### src/rtl/strip_cluster_finder_unit_macros.svh
// ----------------------------------------------------------------------------
// Strip cluster finder assertion macros
// Wrappers for the concurrent checks of the cluster finder queue.
// ----------------------------------------------------------------------------
`ifndef STRIP_CLUSTER_FINDER_UNIT_MACROS_SVH
`define STRIP_CLUSTER_FINDER_UNIT_MACROS_SVH

// Same-cycle implication, disabled while reset is asserted.
`define SCF_ASSERT_SAME(label, clk, rst_n, ante, cons) \
    label: assert property (@(posedge clk) disable iff (!rst_n) (ante) |-> (cons)) \
        else $error("strip cluster finder: assertion failed");

// Next-cycle implication, disabled while reset is asserted.
`define SCF_ASSERT_NEXT(label, clk, rst_n, ante, cons) \
    label: assert property (@(posedge clk) disable iff (!rst_n) (ante) |=> (cons)) \
        else $error("strip cluster finder: assertion failed");

`endif

### src/rtl/scf_pkg.sv
`timescale 1ns / 1ps
`default_nettype none
// ----------------------------------------------------------------------------
// Strip cluster finder package
// Widths, cuts, register indexes and shared types of the cluster finder.
// ----------------------------------------------------------------------------
package scf_pkg;

    localparam int MAX_STRIPS   = 1024;
    localparam int NUM_LAYERS   = 6;
    localparam int SIZE_CUT_X   = 1;
    localparam int SIZE_CUT_Y   = 1;
    localparam int QUEUE_DEPTH  = 4;

    localparam int LAYER_W      = 3;
    localparam int STRIP_W      = 10;
    localparam int AMP_W        = 13;
    localparam int MAG_W        = 12;
    localparam int SIZE_W       = 11;
    localparam int SUM_W        = 22;
    localparam int WSUM_W       = 32;
    localparam int PROD_W       = STRIP_W + MAG_W;
    localparam int CEN_W        = 18;
    localparam int FRAC_BITS    = 8;
    localparam int DIV_CNT_W    = $clog2(CEN_W);

    localparam int CFG_IDX_W    = 3;
    localparam int CFG_DATA_W   = 22;
    localparam int NUM_AMP_CUTS = 6;

    localparam logic [CFG_IDX_W-1:0] CFG_SIGNAL_CUT = 3'd0;
    localparam logic [CFG_IDX_W-1:0] CFG_AMP_CUT_0  = 3'd1;

    typedef struct packed {
        logic [LAYER_W-1:0] layer;
        logic [SIZE_W-1:0]  size;
        logic [SUM_W-1:0]   sum;
        logic [WSUM_W-1:0]  wsum;
        logic [MAG_W-1:0]   peak;
        logic               last_of_run;
    } t_cluster_rec;

    typedef struct packed {
        logic empty;
        logic room_for_two;
    } t_queue_status;

    typedef enum logic [1:0] {
        BK_IDLE,
        BK_DIVIDE,
        BK_HOLD
    } t_back_state;

endpackage
`default_nettype wire

### src/rtl/scf_front.sv
`timescale 1ns / 1ps
`default_nettype none
// ----------------------------------------------------------------------------
// Strip cluster finder front end
// Holds the cuts, builds the open cluster and queues the clusters that pass.
// ----------------------------------------------------------------------------
module scf_front (
    input  logic                                   i_clk,
    input  logic                                   i_rst_n,
    input  logic                                   i_cfg_we,
    input  logic [scf_pkg::CFG_IDX_W-1:0]          i_cfg_idx,
    input  logic [scf_pkg::CFG_DATA_W-1:0]         i_cfg_data,
    input  logic                                   i_valid,
    output logic                                   o_ready,
    input  logic [scf_pkg::LAYER_W-1:0]            i_layer,
    input  logic                                   i_is_y,
    input  logic [scf_pkg::STRIP_W-1:0]            i_strip,
    input  logic signed [scf_pkg::AMP_W-1:0]       i_amplitude,
    input  logic                                   i_last,
    input  scf_pkg::t_queue_status                 i_q_status,
    output logic [1:0]                             o_push_count,
    output scf_pkg::t_cluster_rec                  o_rec0,
    output scf_pkg::t_cluster_rec                  o_rec1
);
    import scf_pkg::*;

    logic [MAG_W-1:0]  r_signal_cut;
    logic [SUM_W-1:0]  r_amp_cut [NUM_AMP_CUTS];
    logic [SIZE_W-1:0] r_open_size;
    logic [SUM_W-1:0]  r_open_sum;
    logic [WSUM_W-1:0] r_open_wsum;
    logic [MAG_W-1:0]  r_open_peak;
    logic [STRIP_W-1:0] r_last_strip;

    logic [SIZE_W-1:0]  n_open_size;
    logic [SUM_W-1:0]   n_open_sum;
    logic [WSUM_W-1:0]  n_open_wsum;
    logic [MAG_W-1:0]   n_open_peak;
    logic [STRIP_W-1:0] n_last_strip;

    logic [SIZE_W-1:0]  upd_size;
    logic [SUM_W-1:0]   upd_sum;
    logic [WSUM_W-1:0]  upd_wsum;
    logic [MAG_W-1:0]   upd_peak;
    logic [STRIP_W-1:0] upd_last_strip;

    logic               accept_word;
    logic [MAG_W-1:0]   mag;
    logic [PROD_W-1:0]  prod;
    logic               amp_ok;
    logic               strip_ok;
    logic               is_open;
    logic               take;
    logic               adjacent;
    logic               extend;
    logic               restart;
    logic               gap_close;
    logic               layer_ok;
    logic [SUM_W-1:0]   sel_amp_cut;
    logic [SIZE_W-1:0]  size_cut;
    logic               pass_gap;
    logic               pass_last;
    t_cluster_rec       rec_gap;
    t_cluster_rec       rec_last;

    assign o_ready     = i_q_status.room_for_two;
    assign accept_word = i_valid && o_ready;

    assign mag      = i_amplitude[MAG_W-1:0];
    assign prod     = PROD_W'(i_strip) * PROD_W'(mag);
    assign amp_ok   = !i_amplitude[AMP_W-1] && (mag >= r_signal_cut);
    assign strip_ok = 32'(i_strip) < 32'(MAX_STRIPS);
    assign is_open  = r_open_size != '0;
    assign take     = amp_ok && strip_ok && (!is_open || (i_strip > r_last_strip));
    assign adjacent = ({1'b0, i_strip} == ({1'b0, r_last_strip} + (STRIP_W+1)'(1))) ||
                      ({1'b0, i_strip} == ({1'b0, r_last_strip} + (STRIP_W+1)'(2)));
    assign extend    = take && is_open && adjacent;
    assign restart   = take && !(is_open && adjacent);
    assign gap_close = take && is_open && !adjacent;

    always_comb begin
        sel_amp_cut = '0;
        for (int k = 0; k < NUM_AMP_CUTS; k++) begin
            if (i_layer == LAYER_W'(k)) begin
                sel_amp_cut = r_amp_cut[k];
            end
        end
    end

    assign layer_ok = 32'(i_layer) < 32'(NUM_LAYERS);
    assign size_cut = i_is_y ? SIZE_W'(SIZE_CUT_Y) : SIZE_W'(SIZE_CUT_X);

    always_comb begin
        upd_size       = r_open_size;
        upd_sum        = r_open_sum;
        upd_wsum       = r_open_wsum;
        upd_peak       = r_open_peak;
        upd_last_strip = r_last_strip;
        if (restart) begin
            upd_size       = SIZE_W'(1);
            upd_sum        = SUM_W'(mag);
            upd_wsum       = WSUM_W'(prod);
            upd_peak       = mag;
            upd_last_strip = i_strip;
        end else if (extend) begin
            upd_size       = r_open_size + SIZE_W'(1);
            upd_sum        = r_open_sum + SUM_W'(mag);
            upd_wsum       = r_open_wsum + WSUM_W'(prod);
            upd_peak       = (mag > r_open_peak) ? mag : r_open_peak;
            upd_last_strip = i_strip;
        end
    end

    assign pass_gap  = gap_close && layer_ok && (r_open_size > size_cut) &&
                       (r_open_sum > sel_amp_cut);
    assign pass_last = i_last && (upd_size != '0) && layer_ok && (upd_size > size_cut) &&
                       (upd_sum > sel_amp_cut);

    always_comb begin
        rec_gap.layer        = i_layer;
        rec_gap.size         = r_open_size;
        rec_gap.sum          = r_open_sum;
        rec_gap.wsum         = r_open_wsum;
        rec_gap.peak         = r_open_peak;
        rec_gap.last_of_run  = !pass_last;
        rec_last.layer       = i_layer;
        rec_last.size        = upd_size;
        rec_last.sum         = upd_sum;
        rec_last.wsum        = upd_wsum;
        rec_last.peak        = upd_peak;
        rec_last.last_of_run = 1'b1;
    end

    always_comb begin
        o_push_count = 2'd0;
        o_rec0       = rec_gap;
        o_rec1       = rec_last;
        if (accept_word) begin
            if (pass_gap && pass_last) begin
                o_push_count = 2'd2;
            end else if (pass_gap) begin
                o_push_count = 2'd1;
            end else if (pass_last) begin
                o_push_count = 2'd1;
                o_rec0       = rec_last;
            end
        end
    end

    always_comb begin
        n_open_size  = r_open_size;
        n_open_sum   = r_open_sum;
        n_open_wsum  = r_open_wsum;
        n_open_peak  = r_open_peak;
        n_last_strip = r_last_strip;
        if (accept_word) begin
            if (i_last) begin
                n_open_size  = '0;
                n_open_sum   = '0;
                n_open_wsum  = '0;
                n_open_peak  = '0;
                n_last_strip = '0;
            end else begin
                n_open_size  = upd_size;
                n_open_sum   = upd_sum;
                n_open_wsum  = upd_wsum;
                n_open_peak  = upd_peak;
                n_last_strip = upd_last_strip;
            end
        end
    end

    always_ff @(posedge i_clk) begin
        if (!i_rst_n) begin
            r_signal_cut <= '0;
            for (int k = 0; k < NUM_AMP_CUTS; k++) begin
                r_amp_cut[k] <= '0;
            end
            r_open_size  <= '0;
            r_open_sum   <= '0;
            r_open_wsum  <= '0;
            r_open_peak  <= '0;
            r_last_strip <= '0;
        end else begin
            if (i_cfg_we) begin
                if (i_cfg_idx == CFG_SIGNAL_CUT) begin
                    r_signal_cut <= i_cfg_data[MAG_W-1:0];
                end
                for (int k = 0; k < NUM_AMP_CUTS; k++) begin
                    if (i_cfg_idx == CFG_AMP_CUT_0 + CFG_IDX_W'(k)) begin
                        r_amp_cut[k] <= i_cfg_data[SUM_W-1:0];
                    end
                end
            end
            r_open_size  <= n_open_size;
            r_open_sum   <= n_open_sum;
            r_open_wsum  <= n_open_wsum;
            r_open_peak  <= n_open_peak;
            r_last_strip <= n_last_strip;
        end
    end

endmodule
`default_nettype wire

### src/rtl/scf_queue.sv
`timescale 1ns / 1ps
`default_nettype none
`include "strip_cluster_finder_unit_macros.svh"
// ----------------------------------------------------------------------------
// Strip cluster finder cluster queue
// Short queue of closed clusters, taking up to two words per cycle.
// ----------------------------------------------------------------------------
module scf_queue #(
    parameter int DEPTH = scf_pkg::QUEUE_DEPTH
) (
    input  logic                   i_clk,
    input  logic                   i_rst_n,
    input  logic [1:0]             i_push_count,
    input  scf_pkg::t_cluster_rec  i_rec0,
    input  scf_pkg::t_cluster_rec  i_rec1,
    input  logic                   i_pop,
    output scf_pkg::t_cluster_rec  o_head,
    output scf_pkg::t_queue_status o_status
);
    import scf_pkg::*;

    localparam int PTR_W = $clog2(DEPTH);
    localparam int CNT_W = $clog2(DEPTH + 1);

    t_cluster_rec     r_mem [DEPTH];
    logic [PTR_W-1:0] r_wptr;
    logic [PTR_W-1:0] r_rptr;
    logic [CNT_W-1:0] r_count;

    logic [PTR_W-1:0] n_wptr;
    logic [PTR_W-1:0] n_rptr;
    logic [CNT_W-1:0] n_count;
    logic [PTR_W-1:0] wptr_second;

    function automatic logic [PTR_W-1:0] ptr_inc(input logic [PTR_W-1:0] ptr);
        logic [PTR_W-1:0] res;
        res = (ptr == PTR_W'(DEPTH - 1)) ? '0 : ptr + PTR_W'(1);
        return res;
    endfunction

    assign wptr_second = ptr_inc(r_wptr);
    assign o_head      = r_mem[r_rptr];

    assign o_status.empty        = r_count == '0;
    assign o_status.room_for_two = r_count <= CNT_W'(DEPTH - 2);

    always_comb begin
        n_wptr = r_wptr;
        case (i_push_count)
            2'd1:    n_wptr = wptr_second;
            2'd2:    n_wptr = ptr_inc(wptr_second);
            default: n_wptr = r_wptr;
        endcase
        n_rptr  = i_pop ? ptr_inc(r_rptr) : r_rptr;
        n_count = r_count + CNT_W'(i_push_count) - CNT_W'(i_pop);
    end

    always_ff @(posedge i_clk) begin
        if (i_push_count != 2'd0) begin
            r_mem[r_wptr] <= i_rec0;
        end
        if (i_push_count == 2'd2) begin
            r_mem[wptr_second] <= i_rec1;
        end
    end

    always_ff @(posedge i_clk) begin
        if (!i_rst_n) begin
            r_wptr  <= '0;
            r_rptr  <= '0;
            r_count <= '0;
        end else begin
            r_wptr  <= n_wptr;
            r_rptr  <= n_rptr;
            r_count <= n_count;
        end
    end

    `SCF_ASSERT_SAME(a_no_overflow, i_clk, i_rst_n, i_push_count != 2'd0, (32'(r_count) + 32'(i_push_count)) <= 32'(DEPTH))
    `SCF_ASSERT_SAME(a_no_underflow, i_clk, i_rst_n, i_pop, r_count != '0)
    `SCF_ASSERT_NEXT(a_count_tracks, i_clk, i_rst_n, 1'b1, r_count == CNT_W'($past(r_count) + CNT_W'($past(i_push_count)) - CNT_W'($past(i_pop))))

endmodule
`default_nettype wire

### src/rtl/scf_back.sv
`timescale 1ns / 1ps
`default_nettype none
// ----------------------------------------------------------------------------
// Strip cluster finder back end
// Divides each queued cluster for its centroid and holds the result word.
// ----------------------------------------------------------------------------
module scf_back (
    input  logic                            i_clk,
    input  logic                            i_rst_n,
    input  scf_pkg::t_cluster_rec           i_head,
    input  scf_pkg::t_queue_status          i_q_status,
    output logic                            o_pop,
    output logic                            o_valid,
    input  logic                            i_ready,
    output logic [scf_pkg::LAYER_W-1:0]     o_out_layer,
    output logic [scf_pkg::SIZE_W-1:0]      o_strip_count,
    output logic [scf_pkg::SUM_W-1:0]       o_total_amplitude,
    output logic [scf_pkg::MAG_W-1:0]       o_peak_amplitude,
    output logic [scf_pkg::CEN_W-1:0]       o_centroid,
    output logic                            o_last_of_run
);
    import scf_pkg::*;

    localparam int HI_W = CEN_W - FRAC_BITS;

    t_back_state         r_state;
    t_back_state         n_state;
    t_cluster_rec        r_work;
    logic [SUM_W-1:0]    r_rem;
    logic [CEN_W-1:0]    r_quo;
    logic [DIV_CNT_W-1:0] r_cnt;

    logic                r_out_valid;
    logic [LAYER_W-1:0]  r_out_layer;
    logic [SIZE_W-1:0]   r_out_size;
    logic [SUM_W-1:0]    r_out_sum;
    logic [MAG_W-1:0]    r_out_peak;
    logic [CEN_W-1:0]    r_out_cen;
    logic                r_out_last;

    logic                out_free;
    logic                do_step;
    logic                load_out;
    logic                last_step;
    logic [SUM_W:0]      trial;
    logic                trial_ge;
    logic [SUM_W-1:0]    step_rem;

    assign out_free  = !r_out_valid || i_ready;
    assign last_step = r_cnt == DIV_CNT_W'(CEN_W - 1);

    always_comb begin
        n_state = r_state;
        unique case (r_state)
            BK_IDLE:   if (!i_q_status.empty) n_state = BK_DIVIDE;
            BK_DIVIDE: if (last_step) n_state = BK_HOLD;
            BK_HOLD:   if (out_free) n_state = BK_IDLE;
            default:   n_state = BK_IDLE;
        endcase
    end

    always_comb begin
        o_pop    = 1'b0;
        do_step  = 1'b0;
        load_out = 1'b0;
        unique case (r_state)
            BK_IDLE:   o_pop    = !i_q_status.empty;
            BK_DIVIDE: do_step  = 1'b1;
            BK_HOLD:   load_out = out_free;
            default:   o_pop    = 1'b0;
        endcase
    end

    assign trial    = {r_rem, r_quo[CEN_W-1]};
    assign trial_ge = trial >= {1'b0, r_work.sum};
    assign step_rem = trial_ge ? SUM_W'(trial - {1'b0, r_work.sum}) : SUM_W'(trial);

    always_ff @(posedge i_clk) begin
        if (o_pop) begin
            r_work <= i_head;
            r_rem  <= i_head.wsum[WSUM_W-1:HI_W];
            r_quo  <= {i_head.wsum[HI_W-1:0], FRAC_BITS'(0)};
            r_cnt  <= '0;
        end else if (do_step) begin
            r_rem  <= step_rem;
            r_quo  <= {r_quo[CEN_W-2:0], trial_ge};
            r_cnt  <= r_cnt + DIV_CNT_W'(1);
        end
        if (load_out) begin
            r_out_layer <= r_work.layer;
            r_out_size  <= r_work.size;
            r_out_sum   <= r_work.sum;
            r_out_peak  <= r_work.peak;
            r_out_cen   <= r_quo;
            r_out_last  <= r_work.last_of_run;
        end
    end

    always_ff @(posedge i_clk) begin
        if (!i_rst_n) begin
            r_state     <= BK_IDLE;
            r_out_valid <= 1'b0;
        end else begin
            r_state <= n_state;
            if (load_out) begin
                r_out_valid <= 1'b1;
            end else if (i_ready) begin
                r_out_valid <= 1'b0;
            end
        end
    end

    assign o_valid           = r_out_valid;
    assign o_out_layer       = r_out_layer;
    assign o_strip_count     = r_out_size;
    assign o_total_amplitude = r_out_sum;
    assign o_peak_amplitude  = r_out_peak;
    assign o_centroid        = r_out_cen;
    assign o_last_of_run     = r_out_last;

endmodule
`default_nettype wire

### src/rtl/strip_cluster_finder_unit.sv
`timescale 1ns / 1ps
`default_nettype none
// ----------------------------------------------------------------------------
// Strip cluster finder
// Groups neighboring strip hits of a layer into clusters and reports each
// cluster that passes the size and amplitude cuts with its centroid.
// ----------------------------------------------------------------------------
//  Channel   Direction  Handshake            Word
//  input     in         i_valid / o_ready    one strip hit
//  output    out        o_valid / i_ready    one cluster
//  config    in         i_cfg_we             one register write, no wait
//
//  The front end takes one strip hit per cycle while the queue has room for two clusters.
//  Each reported cluster passes the back end in order: a load from the queue, the 18 steps of its
//  one-bit-per-cycle centroid divider, and a hand-off to the output register once that is free.
//  Synchronous reset clears the cuts, the open cluster and the queue.
//  A stalled output word is held while the back end divides the next cluster.
// ----------------------------------------------------------------------------
module strip_cluster_finder_unit #(
    parameter int QUEUE_DEPTH = scf_pkg::QUEUE_DEPTH
) (
    input  logic                             i_clk,
    input  logic                             i_rst_n,
    input  logic                             i_cfg_we,
    input  logic [scf_pkg::CFG_IDX_W-1:0]    i_cfg_idx,
    input  logic [scf_pkg::CFG_DATA_W-1:0]   i_cfg_data,
    input  logic                             i_valid,
    output logic                             o_ready,
    input  logic [scf_pkg::LAYER_W-1:0]      i_layer,
    input  logic                             i_is_y,
    input  logic [scf_pkg::STRIP_W-1:0]      i_strip,
    input  logic signed [scf_pkg::AMP_W-1:0] i_amplitude,
    input  logic                             i_last,
    output logic                             o_valid,
    input  logic                             i_ready,
    output logic [scf_pkg::LAYER_W-1:0]      o_out_layer,
    output logic [scf_pkg::SIZE_W-1:0]       o_strip_count,
    output logic [scf_pkg::SUM_W-1:0]        o_total_amplitude,
    output logic [scf_pkg::MAG_W-1:0]        o_peak_amplitude,
    output logic [scf_pkg::CEN_W-1:0]        o_centroid,
    output logic                             o_last_of_run
);
    import scf_pkg::*;

    t_queue_status q_status;
    t_cluster_rec  push_rec0;
    t_cluster_rec  push_rec1;
    t_cluster_rec  head_rec;
    logic [1:0]    push_count;
    logic          pop;

    scf_front u_front (
        .i_clk        (i_clk),
        .i_rst_n      (i_rst_n),
        .i_cfg_we     (i_cfg_we),
        .i_cfg_idx    (i_cfg_idx),
        .i_cfg_data   (i_cfg_data),
        .i_valid      (i_valid),
        .o_ready      (o_ready),
        .i_layer      (i_layer),
        .i_is_y       (i_is_y),
        .i_strip      (i_strip),
        .i_amplitude  (i_amplitude),
        .i_last       (i_last),
        .i_q_status   (q_status),
        .o_push_count (push_count),
        .o_rec0       (push_rec0),
        .o_rec1       (push_rec1)
    );

    scf_queue #(
        .DEPTH (QUEUE_DEPTH)
    ) u_queue (
        .i_clk        (i_clk),
        .i_rst_n      (i_rst_n),
        .i_push_count (push_count),
        .i_rec0       (push_rec0),
        .i_rec1       (push_rec1),
        .i_pop        (pop),
        .o_head       (head_rec),
        .o_status     (q_status)
    );

    scf_back u_back (
        .i_clk             (i_clk),
        .i_rst_n           (i_rst_n),
        .i_head            (head_rec),
        .i_q_status        (q_status),
        .o_pop             (pop),
        .o_valid           (o_valid),
        .i_ready           (i_ready),
        .o_out_layer       (o_out_layer),
        .o_strip_count     (o_strip_count),
        .o_total_amplitude (o_total_amplitude),
        .o_peak_amplitude  (o_peak_amplitude),
        .o_centroid        (o_centroid),
        .o_last_of_run     (o_last_of_run)
    );

endmodule
`default_nettype wire

### config.mk
export PLATFORM = sky130hd
export DESIGN_NAME = strip_cluster_finder_unit
export DESIGN_NICKNAME = d
export VERILOG_FILES = /design/src/rtl/scf_pkg.sv /design/src/rtl/scf_front.sv /design/src/rtl/scf_queue.sv /design/src/rtl/scf_back.sv /design/src/rtl/strip_cluster_finder_unit.sv
export VERILOG_INCLUDE_DIRS = /design/src /design/src/rtl
export SDC_FILE = /design/constraint.sdc
export NUM_CORES = 1
export LEC_CHECK = 0
export BUFFER_PORTS_ARGS = -buffer_cell sky130_fd_sc_hd__clkbuf_2
export CORE_UTILIZATION = 55
export CTS_BUF_LIST = sky130_fd_sc_hd__clkbuf_2 sky130_fd_sc_hd__clkbuf_4 sky130_fd_sc_hd__clkbuf_8
export DETAILED_ROUTE_END_ITERATION = 7
export HOLD_SLACK_MARGIN = 0.15
export MAX_ROUTING_LAYER = met4
export PLACE_DENSITY_LB_ADDON = 0.3
export SYNTH_ARGS = -nofsm -noshare
export SYNTH_HDL_FRONTEND = slang
export SYNTH_SLANG_ARGS = --single-unit
### constraint.sdc
create_clock -name i_clk -period 17.9 [get_ports i_clk]
set_clock_uncertainty 0.2 [all_clocks]
set_input_delay 1.79 -clock i_clk [delete_from_list [all_inputs] [get_ports i_clk]]
set_output_delay 1.79 -clock i_clk [all_outputs]
set_load 0.05 [all_outputs]
==> After elaboration in Yosys (flattened, before gate mapping) <==
Memory sizes are Yosys's and may differ from the RTL's. A register that Yosys moved wholly into a read port is not among the register bits.
Cells that the tools add are included.
Widths: inputs -> output; s select.
{ "word_totals": {"reg_bits": 270, "ram_bits": 456, "out_inout_bits": 69, "word_cells": 210, "n_memories": 2} }
{ "memory_table": {"columns": ["name", "words", "width", "rd", "rd_ports_with_merged_regs", "write_ports", "line_no", "source"], "rows": [
  ["u_queue.r_mem", 4, 81, 1, 1, 1, "scf_queue.sv:25", "t_cluster_rec r_mem [DEPTH];"],
  ["u_front.r_amp_cut", 6, 22, 6, 0, 6, "scf_front.sv:28", "logic [SUM_W-1:0] r_amp_cut [NUM_AMP_CUTS];"]
]} }
{ "op_classes": {"n_addsub": 12, "n_mul": 1, "n_lt_le_gt_ge": 10, "n_eq_ne": 24, "n_mux": 88, "bitwise": 6, "n_reduce_logical": 41} }
{ "ops": {"columns": ["operator", "count"], "rows": [
  ["$mux 22", 18],
  ["$mux 78", 4],
  ["$mux 32", 3],
  ["$mux 81", 1],
  ["$reduce_or 81->1", 1],
  ["$mux 12", 4],
  ["$gt 22x22->1", 2],
  ["$mux 1", 36],
  ["$mux 18", 2],
  ["$mux 11", 3],
  ["$add 32x22->32", 1],
  ["$mux 10", 3],
  ["$mux 2", 12],
  ["$ge 23x22->1", 1],
  ["$add 22x12->22", 1],
  ["$eq 10x11->1", 2],
  ["$gt 11x1->1 const B", 2],
  ["$mul 10x12->22", 1],
  ["$reduce_bool 11->1", 2],
  ["$sub 22x22->22", 1],
  ["$logic_and 1x1->1", 16],
  ["$eq 3x3->1 const B", 5],
  ["$eq 3x2->1 const B", 4],
  ["$ge 12x12->1", 1],
  ["other kinds (28)", 56]
]} }

==> Depth between registers and ports, before layout <==
{ "depth": {"depth_word": 22, "depth_mapped": 32} }

==> Hierarchy <==
From an unflattened synthesis, not the netlist that was laid out.
{ "unflattened": {"hier_cells": 3512, "hier_area_um2": 43538.0} }
{ "modules_own_cells": {"columns": ["mod", "instances", "cells_per_inst", "area_each_um2", "seq_area_each_um2"], "rows": [
  ["scf_front", 1, 2170, 20173.1, 5945.7],
  ["scf_queue", 1, 842, 16435.8, 9909.5],
  ["scf_back", 1, 500, 6929.1, 4764.6]
]} }

==> Worst setup path after synthesis <==
No wires, ideal clock.
{ "synth_timing": {"path_kind": "in2reg", "from": "in i_strip[6] (netlist name)", "to": "mem u_queue.r_mem[3][0] (netlist name), enable pin", "arrival_ps": 10772, "slack_ps": 6380, "path_stages": 25, "path_buffers": 5, "path_cell_list": "clkbuf_1 or4_1 a21oi_1 a211oi_1 or4_1 a21oi_1 clkbuf_1 buf_1 nand2_1 a31oi_1 ha_1 a21o_1 a21o_1 a21oi_1 o211ai_1 a211o_1 nand4_1 a31oi_1 ha_1 nand2_1 ha_1 clkbuf_1 buf_1 nand3_1 a21oi_1"} }
{ "synth_between": {"elab_chain_cells": 21, "elab_cells_between_ends": 41, "classes_between": "order compare: 3; eq/ne: 3; mux: 14; reduce/logical: 21"} }
{ "synth_rtl": {"columns": ["item", "line_no", "source"], "rows": [
  ["from (decl)", "strip_cluster_finder_unit.sv:31", "input logic [scf_pkg::STRIP_W-1:0] i_strip,"],
  ["branches (longest 14 deep; another with $gt 22x22->1)", null, null],
  ["$mux 2 *", "scf_front.sv:139", "if (pass_gap && pass_last) begin"],
  ["$mux 2 *", "scf_front.sv:138", "if (accept_word) begin"],
  ["$eq 2x2->1", "scf_queue.sv:62", "if (i_push_count == 2'd2) begin"],
  ["$mux 1", "scf_queue.sv:62", null],
  ["$mux 1 (not written as such)", "scf_queue.sv:63", "r_mem[wptr_second] <= i_rec1;"],
  ["$reduce_or 81->1 (no source line)", null, null],
  ["$mux 2 (no source line) / $mux 1 (equally long branches)", null, null],
  ["to (decl)", "scf_queue.sv:25", null]
]} }
Mark *: on every way between the ends.

==> Worst setup path in the final report <==
{ "layout_timing": {"from": "in i_amplitude[0] (netlist name)", "to": "mem u_queue.r_mem[2][78] (netlist name), enable pin"} }
{ "layout_between": {"elab_chain_cells": 21, "elab_cells_between_ends": 36, "classes_between": "add/sub: 1; order compare: 3; eq/ne: 1; mux: 14; reduce/logical: 17"} }
{ "layout_rtl": {"columns": ["item", "line_no", "source"], "rows": [
  ["from (decl)", "strip_cluster_finder_unit.sv:32", "input logic signed [scf_pkg::AMP_W-1:0] i_amplitude,"],
  ["branches (longest 14 deep; another with $gt 22x22->1)", null, null],
  ["$mux 2 *", "scf_front.sv:139", null],
  ["$mux 2 *", "scf_front.sv:138", null],
  ["$eq 2x2->1", "scf_queue.sv:62", null],
  ["$mux 1", "scf_queue.sv:62", null],
  ["$mux 1 (not written as such)", "scf_queue.sv:63", null],
  ["$reduce_or 81->1 (no source line)", null, null],
  ["$mux 2 (no source line) / $mux 1 (equally long branches)", null, null]
]} }
Marks and branches as above.

==> impl_metrics.tcl <==
set metrics [dict create \
    synthCells 3183 \
    total_power_mw 5.938 \
    critical_path_class "in -> reg" \
    cts_tree "yes" \
    synthXorXnorAreaFrac_pct 2.080 \
    outcome "completed" \
    startpoint_type "primary input" \
    die_w_um 268.9 \
    synthesis.area_um2 39170 \
    port_buffers 125 \
    hold-worst-slack_ps 198.7 \
    final_area_um2 43120 \
    period_share_pct 56.35 \
    synth_top_family_by_area "simple AND/OR/NAND/NOR gates" \
    htree_levels 3 \
    power_leakage_nw 16.29 \
    io_pins 127 \
    ys_types 90 \
    cts.sinks 728 \
    whs_endpoint "u_back.o_out_layer[2]" \
    min_from "u_back.r_work[80]" \
    synthMuxAreaShare_pct 8.482 \
    vias 26050 \
    synth.area.top_cells "edfxtp_1 (46%), ha_1 (6.7%), dfxtp_1 (6.3%)" \
    timing.hold.worst_path_depth 0 \
    layout-drive-gt1-share_pct 15.76 \
    area_growth_pct 10.08 \
    synth_top_area_share_pct 46.31 \
    postCtsSetupRepairBufs 0 \
    hp-class "reg -> reg" \
    nets 3649 \
    period_needed_ps 10090 \
    cts_hold_buf 0 \
    grt_max_degree 102 \
    synthAdderAreaFrac_pct 10.90 \
    r2r-end "u_queue.r_mem[2][78]" \
    final-setup-viol-count 0 \
    cap_viol_max_count 0 \
    ys.flop_type "edfxtp_1" \
    yosysSeqAreaShare_pct 52.65 \
    synth.avg_cell_area_um2 12.30 \
    final.setup.tns_ps 0 \
    timing.fmax_mhz 99.14 \
    critPathArrivalTime_ps 10240 \
    clock_latency_ps 750 \
    powerDensity_nw_per_um2 137.7 \
    grt_usage_pct 26.88 \
    gr-total-overflow 0 \
    slew_headroom_pct 19.45 \
    cts.path.max_buffers 3 \
    drt-initial-drc-count 2031 \
    start_util_pct 55.74 \
    end_kind "flop" \
    r2r_setup_slack_ps 8490 \
    globalplace.congestion 0.9114 \
    core_area_um2 70270 \
    hpwlAfterDp_um 63330 \
    clk_pin_slew_ps 60 \
    placed_area_um2 40760 \
    ys_ff_latch 728 \
    peakVddDrop_mv 0.09518 \
    root_buffer "clkbuf_8" \
    dieArea_um2 72280 \
    worst_pin_slew_ps 1193 \
    hold_violations 0 \
    finish.utilization_pct 61.36 \
    routed_wl_um 93180 \
    rsz0062_at_grt "no" \
    rr_startpoint "u_front.r_last_strip[2]" \
    wire_per_inst_um 21.51 \
    synth_compound_area_share_pct 10.49 \
    rows 97 \
    synth_nets 3533 \
    first_global_vias 26230 \
    die_h_um 268.9 \
    cts_buffers 114 \
    synthSimpleGateAreaFrac_pct 11.93 \
    grt_pass1_wl_um 144900 \
    synth_top_cells_by_count "edfxtp_1 (604), nand2_1 (254), and2_1 (218)" \
    ff2ff_path_depth 26 \
    synth_edf_count 604 \
    cp.required_ps 18060 \
    drc 0 \
    post-synth-top-area-cell "edfxtp_1" \
    firstDrtPassIters 5 \
    via_per_inst 6.013 \
    ant_nets 0 \
    async_reset_ff_share_pct 0 \
    fillers 5319 \
    ys_warn_count 0 \
    worstPathMaxFanout 41 \
    synth_most_common_cell "edfxtp_1" \
    post_cts_resized 0 \
    final_max_slew_viol_count 0 \
    antenna_found_initial 3 \
]
-- cell usage in the layout, fill, tap and decap left out, types with 82 or more instances in the layout --
master,instances
fa_1,82
and2_1,218
clkbuf_8,120
inv_1,174
o21ai_0,120
nand2_1,253
mux4_2,87
clkbuf_2,124
nor2_1,139
ha_1,210
dfxtp_1,122
edfxtp_1,604
a21oi_1,103
-- sequential cells by signal (all words and copies together), names as in the netlist, 10 cells and up, named ones only --
| name | cells |
|---|---|
| u_back.r_work | 49 |
| u_back.o_peak_amplitude | 12 |
| u_back.o_centroid | 18 |
| u_front.r_last_strip | 10 |
| u_front.r_open_sum | 22 |
| u_front.r_signal_cut | 12 |
| u_front.r_open_size | 11 |
| u_back.r_rem | 22 |
| u_front.r_open_wsum | 32 |
| u_back.r_quo | 18 |
| u_back.o_strip_count | 11 |
| u_front.r_open_peak | 12 |
| u_queue.r_mem | 324 |
| u_back.o_total_amplitude | 22 |
| u_front.r_amp_cut | 132 |
-- worst max path at each step --
| stage | cells after the start | startpoint | endpoint |
|---|---|---|---|
| final | 28 | i_amplitude[0] | u_queue.r_mem[2][78] |
| after CTS | 27 | i_amplitude[0] | u_queue.r_mem[0][43] |
| after global routing | 28 | i_amplitude[0] | u_queue.r_mem[2][43] |
| after global placement | 26 | i_amplitude[0] | u_queue.r_mem[0][78] |
| after floorplan | 25 | i_strip[6] | u_queue.r_mem[3][0] |
| after detailed placement | 28 | i_amplitude[0] | u_queue.r_mem[2][78] |
-- layer usage --
layer | vias up | part of all wire (%) | global-route usage, %
met5 | - | 0 | -
met4 | 0 | 2.7 | 8.999
met3 | 169 | 5.9 | 4.146
met2 | 821 | 48 | 43.15
met1 | 13040 | 43 | 35.05
li1 | 12020 | - | -
-- critical path, cell delays in order --
cell and delay (ps):
clkbuf_2 350, inv_1 280, ha_1 340, nand2b_1 100, a31oi_1 90, nor4_1 340
o2111ai_1 230, a2111o_1 420, buf_4 280, nor2_1 940, nor2_1 270, ha_1 380
nand4_1 120, nor3_1 490, a211o_1 240, nand4_1 250, a31oi_1 400, ha_1 240
nand2_1 110, inv_1 100, ha_1 350, buf_4 400, o21ai_0 210, nor2_1 130
a21oi_1 70, nor2_4 90, buf_4 500, buf_4 630
-- power by group --
part / leakage, nW / internal [mW] / total, mW / switching [mW]
Sequential: 6.60 / 2.08 / 2.18 / 0.106
Clock: 1.23 / 0.781 / 1.43 / 0.649
Combinational: 8.46 / 0.958 / 2.33 / 1.37
-- stage by stage --
stage,std cells,setup slack (ps)
2_1_floorplan,3183,6380
3_3_place_gp,4123,7346
3_5_place_dp,4123,7209
4_1_cts,4329,7986
5_1_grt,4332,7408
6_report,4332,7813
-- layout make-up --
type	count	area (µm²)	area share (%)
Antenna cell	3	7.507	0.01741
Clock buffer	161	1959	4.545
Clock inverter	45	384.1	0.8909
Inverter	175	656.9	1.524
Multi-Input combinational cell	2106	17310	40.14
Sequential cell	728	20630	47.84
Tap cell	940	1176	2.728
Timing Repair Buffer	174	996.0	2.310
-- cell families (layout without fill, tap and decap cells) --
family,after synthesis,in the layout
flops,728,728
other cells,0,3
compound gates,597,597
fa+ha+maj,292,292
buf+inv,349,555
xor+xnor,93,93
simple gates,912,912
mux,212,212
(Power assumes the default switching activity.)
